File: config.mk
export PLATFORM = sky130hd
export DESIGN_NAME = sem_mag
export DESIGN_NICKNAME = d
export VERILOG_FILES = /design/src/design/sobel_edge_magnitude_rgb_unit_defines.svh /design/src/design/sem_pkg.sv /design/src/design/sem_mag.sv
export SDC_FILE = /design/constraint.sdc
export NUM_CORES = 2
export LEC_CHECK = 0
export ABC_AREA = 0
export BUFFER_PORTS_ARGS = -buffer_cell sky130_fd_sc_hd__buf_2
export CAP_MARGIN = 10
export CORE_ASPECT_RATIO = 0.7
export CORE_UTILIZATION = 65
export DETAILED_ROUTE_END_ITERATION = 10
export GPL_TIMING_DRIVEN = 0
export PLACE_DENSITY = 0.85
export SETUP_SLACK_MARGIN = 0.05
export SLEW_MARGIN = 20
export SYNTH_ARGS = -nofsm -noshare
export SYNTH_HDL_FRONTEND = slang
export SYNTH_SLANG_ARGS = --single-unit
File: constraint.sdc
create_clock -name clk -period 7.3 [get_ports clk]
set_clock_uncertainty 0.1 [all_clocks]
set_input_delay 0 -clock clk [delete_from_list [all_inputs] [get_ports clk]]
set_output_delay 0 -clock clk [all_outputs]
set_load 0.03 [all_outputs]
File: src/design/sobel_edge_magnitude_rgb_unit_defines.svh
// Assertion macros for the Sobel edge magnitude unit.
// Used by the top level; expects clk and arst_n in scope where expanded.
`ifndef SOBEL_EDGE_MAGNITUDE_RGB_UNIT_DEFINES_SVH
`define SOBEL_EDGE_MAGNITUDE_RGB_UNIT_DEFINES_SVH
`ifndef NO_ASSERTIONS
// same-cycle implication
`define SEM_ASSERT_IMP(lbl, ante, cons) \
lbl: assert property (@(posedge clk) disable iff (!arst_n) (ante) |-> (cons)) \
else $error("sobel unit check failed");
// next-cycle implication
`define SEM_ASSERT_NXT(lbl, ante, cons) \
lbl: assert property (@(posedge clk) disable iff (!arst_n) (ante) |=> (cons)) \
else $error("sobel unit check failed");
`else
`define SEM_ASSERT_IMP(lbl, ante, cons)
`define SEM_ASSERT_NXT(lbl, ante, cons)
`endif
`endif

File: src/design/sem_pkg.sv
// Shared types and constants for the Sobel edge magnitude unit.
// No dependencies; used by the top level and sem_mag.
package sem_pkg;

	localparam int MAX_WIDTH_DEF = 1024;
	localparam logic [10:0] WIDTH_RESET = 11'd640;
	localparam logic [11:0] HEIGHT_RESET = 12'd480;
	localparam int ROW_W = 13;
	localparam logic [20:0] MAG_CLAMP_LIMIT = 21'd65280;
	localparam logic [7:0] MAG_MAX = 8'd255;

	// configuration register indexes
	localparam logic [0:0] REG_FRAME_WIDTH = 1'b0;
	localparam logic [0:0] REG_FRAME_HEIGHT = 1'b1;

	// item kinds
	localparam logic OP_PIXEL = 1'b0;
	localparam logic OP_DRAIN = 1'b1;

	typedef logic [23:0] pix_t;
	typedef logic [8:0][23:0] win_t;
	typedef logic signed [10:0] grad_t;
	typedef logic [20:0] sqsum_t;

	typedef struct packed {
		logic start;
		logic eof;
	} mag_ctl_t;

	typedef struct packed {
		logic done;
		logic eof;
		logic [7:0] red;
		logic [7:0] green;
		logic [7:0] blue;
	} mag_res_t;

endpackage

File: src/design/sem_mag.sv
// Per-channel gradient magnitude: squares, 8-step square root, rounding.
// Depends on sem_pkg.
module sem_mag (
	input  logic                clk,
	input  logic                arst_n,
	input  sem_pkg::mag_ctl_t   ctl,
	input  sem_pkg::grad_t      gx [3],
	input  sem_pkg::grad_t      gy [3],
	output sem_pkg::mag_res_t   res
);

	typedef enum logic [1:0] {M_IDLE, M_SQ, M_ROOT, M_RND} mstate_t;

	mstate_t          state_q;
	logic [7:0]       bit_q;
	logic             eof_q;
	sem_pkg::sqsum_t  s_q [3];
	logic [7:0]       n_q [3];
	logic [7:0]       n_nx [3];
	logic [7:0]       rnd [3];

	// one root digit per cycle, and final rounding
	always_comb begin
		logic [7:0]  t;
		logic [15:0] tt;
		logic [16:0] nn;
		logic [8:0]  r;
		for (int c = 0; c < 3; c++) begin
			t = n_q[c] | bit_q;
			tt = 16'(t) * 16'(t);
			n_nx[c] = (21'(tt) <= s_q[c]) ? t : n_q[c];
			nn = 17'(16'(n_q[c]) * 16'(n_q[c])) + 17'(n_q[c]);
			r = 9'(n_q[c]) + ((s_q[c] > 21'(nn)) ? 9'd1 : 9'd0);
			if (s_q[c] > sem_pkg::MAG_CLAMP_LIMIT || r[8]) begin
				rnd[c] = sem_pkg::MAG_MAX;
			end else begin
				rnd[c] = r[7:0];
			end
		end
	end

	// sequence squares, root steps and rounding
	always_ff @(posedge clk or negedge arst_n) begin
		if (!arst_n) begin
			state_q <= M_IDLE;
			res.done <= 1'b0;
			bit_q <= '0;
		end else begin
			res.done <= 1'b0;
			unique case (state_q)
				M_IDLE: begin
					if (ctl.start) begin
						eof_q <= ctl.eof;
						state_q <= M_SQ;
					end
				end
				M_SQ: begin
					for (int c = 0; c < 3; c++) begin
						s_q[c] <= 21'(22'(gx[c] * gx[c])) + 21'(22'(gy[c] * gy[c]));
						n_q[c] <= '0;
					end
					bit_q <= 8'h80;
					state_q <= M_ROOT;
				end
				M_ROOT: begin
					for (int c = 0; c < 3; c++) begin
						n_q[c] <= n_nx[c];
					end
					bit_q <= bit_q >> 1;
					if (bit_q[0]) begin
						state_q <= M_RND;
					end
				end
				M_RND: begin
					res.red <= rnd[0];
					res.green <= rnd[1];
					res.blue <= rnd[2];
					res.eof <= eof_q;
					res.done <= 1'b1;
					state_q <= M_IDLE;
				end
				default: state_q <= M_IDLE;
			endcase
		end
	end

endmodule

==> impl_metrics.env <==
export IMPL_cpPeakStageDelay_ns=0.52
export IMPL_synth_edf_count=113
export IMPL_routabilityCongestion=0.962
export IMPL_synthFlopType="edfxtp_1"
export IMPL_slew_viol_final=0
export IMPL_synth_most_common_cell="inv_1"
export IMPL_postSynthAreaPerCell_um2=9.54
export IMPL_worst_slack_ns=0.202
export IMPL_wl_per_cell_um=17.0
export IMPL_path_max_fanout=8
export IMPL_die_h_um=213
export IMPL_drcViolationCount=0
export IMPL_drt_pass1_iter_count=7
export IMPL_grt_pass1_vias=31259
export IMPL_clock_sinks=124
export IMPL_synthTopCellsByArea="fa_1 41%, ha_1 16%, inv_1 11%, edfxtp_1 8.2%, xnor2_1 3.8%"
export IMPL_whs_path_depth=4
export IMPL_drt_first_iter_violations=2120
export IMPL_status="complete, no violations"
export IMPL_htreeDepth=4
export IMPL_yosysWarnings=0
export IMPL_synth_top_cell_by_area="fa_1"
export IMPL_core_area_mm2=0.0631
export IMPL_achievable_frequency_mhz=141
export IMPL_worst_slew_pin_slew_ns=1.37
export IMPL_required_ns=7.42
export IMPL_final_util_pct=70.4
export IMPL_synthMuxAreaShare_pct=0.284
export IMPL_die_area_mm2=0.0648
export IMPL_area_delta_synth_final_pct=7.17
export IMPL_min_period_ns=7.10
export IMPL_grt_max_degree=34
export IMPL_yosys_top_cells_count="1191 x inv_1, 853 x fa_1, 533 x ha_1"
export IMPL_timing_max_cap_violations=0
export IMPL_async_reset_ff_share_pct=8.87
export IMPL_cts_tree="done"
export IMPL_drtAntennaViolNets=0
export IMPL_grt_antenna_before_repair=0
export IMPL_io_buffer_count=89
export IMPL_track_usage_pct=29.2
export IMPL_r2r_end="res[8]"
export IMPL_reg2reg_setup_slack_ns=0.20
export IMPL_worstSetupPathType="flop to flop"
export IMPL_crit_start="n_q[0][11]"
export IMPL_min_path_type="primary input to flop"
export IMPL_vias_per_cell=5.49
export IMPL_slew_headroom_pct=7.55
export IMPL_yosys_area_share_adder_pct=57.3
export IMPL_clk_latency_ns=0.47
export IMPL_end_kind="flop"
export IMPL_gr_total_overflow=0
export IMPL_fin_crit_sh_pct=97.2
export IMPL_synth_distinct_cells=77
export IMPL_place_hpwl_um=76300
export IMPL_worst_r2r_startpoint="n_q[0][11]"
export IMPL_arrival_ns=7.21
export IMPL_synthXorXnorAreaFrac_pct=4.97
export IMPL_drive_above_1_share_pct=6.16
export IMPL_synth_compound_area_share_pct=5.78
export IMPL_clkTransAtPathRegs_ns=0.07
export IMPL_n_antenna_cell=0
export IMPL_cp_start_kind="flop"
export IMPL_hold_start="gy[22]"
export IMPL_clockRootBuffer="clkbuf_16"
export IMPL_hold_viol=0
export IMPL_synth_seq_area_share_pct=8.85
export IMPL_pre_cts_slack_ns=-0.575
export IMPL_synth_simple_area_share_pct=11.1
export IMPL_synth_top_family_by_area="adder cells"
export IMPL_rows=77
export IMPL_cp_common_cell="ha_1"
export IMPL_wl_um=91300
export IMPL_die_w_um=304
export IMPL_vias=29408
export IMPL_pin_count=96
export IMPL_clk_path_buf_depth=2
export IMPL_finalSetupViolCount=0
export IMPL_numCtsBuffers=17
export IMPL_reg2reg_depth=30
export IMPL_syn_inst=4342
export IMPL_synthesis_area_mm2=0.0414
export IMPL_start_util_pct=65.7
export IMPL_worst_hold_path_endpoint="s_q[0][2]"
export IMPL_grt_first_pass_wirelength_um=152000
export IMPL_syn_num_nets=5798
export IMPL_slowest_stage="edfxtp_1"
export IMPL_finalSetupTns_ns=0
export IMPL_nets=5970
export IMPL_yosysTopAreaCellShare_pct=41.2
export IMPL_synth_seq_cells=124
critical path: cells and delay by family (launching register included):
family,cells,cell delay (ns)
adders and majority gates,9,2.92
buffers and inverters,4,0.47
and+or+nand+nor,8,0.99
AOI/OAI and AO/OA,8,1.66
DFF,1,0.52
xor gates and xnor gates,1,0.17
sequential cells by signal, summed over array words and instances (netlist names):
signal	cells
bit_q	8
res	26
eof_q	1
state_q	2
s_q	63
n_q	24
layout by cell type, fill, tap and decap left out, drive strengths merged, types with 13 or more instances in the layout:
cell type / n
nor4: 20
nand2b: 36
o21bai: 16
inv: 1192
edfxtp: 113
and2: 182
o21ai: 85
ha: 533
a21o: 49
xor2: 55
o21a: 25
nor2b: 72
xnor2: 180
a21oi: 103
clkbuf: 109
buf: 152
fa: 853
a211oi: 14
nand2: 273
nand3: 29
nor2: 225
nand4: 23
nor3: 24
dlygate4sd3: 13
what timing repair did:
| action | in CTS | in global routing |
|---|---|---|
| setup endpoints to repair | 32 | 51 |
| setup buffers | 12 | 42 |
| pin swaps | 4 | 27 |
| hold buffers | 13 | 0 |
| resized for setup | 23 | 65 |
| hold endpoints to repair | 21 | 0 |
layout make-up:
type	instances	area (um2)
multi-input combinational	2927	33100
fill	4396	18700
inverter	1191	4480
sequential	124	3670
tap	829	1040
timing repair buffer	157	1020
clock buffer	21	526
buffer	96	420
clock inverter	11	118
logic make-up (layout without fill, tap and decap cells):
| family | after synthesis | in the layout |
|---|---|---|
| AOI/OAI and AO/OA | 361 | 361 |
| xor gates and xnor gates | 235 | 235 |
| adders and majority gates | 1386 | 1386 |
| buffers and inverters | 1291 | 1476 |
| DFF | 124 | 124 |
| muxes | 11 | 11 |
| other | 2 | 2 |
| and+or+nand+nor | 932 | 932 |
how the worst max path moves through the flow:
| stage | cells past startpoint | end |
|---|---|---|
| 2_1_floorplan | 29 | res[8] |
| 3_3_place_gp | 26 | res[3] |
| 3_5_place_dp | 26 | res[3] |
| 4_1_cts | 30 | res[1] |
| 5_1_grt | 31 | res[7] |
| 6_report | 30 | res[8] |
stage by stage:
| step | std cells | hold slack [ns] | instance area (um2) |
|---|---|---|---|
| CTS | 5315 | 0.109 | 43900 |
| floorplan | 4342 | -0.396 | 41400 |
| global placement | 5260 | -0.179 | 42900 |
| finish | 5356 | 0.115 | 44400 |
| global route | 5356 | 0.143 | 44400 |
| detailed placement | 5261 | -0.174 | 42900 |
metal layers:
metal / routed length [um] / GRT usage (%)
met5: 0 / 0
met4: 2000 / 6.35
met3: 8470 / 6.54
met2: 42000 / 46.6
met1: 38800 / 41.2
Power is not shown: default switching activity piles up to over one toggle a cycle in this logic, so the estimate is an artifact.
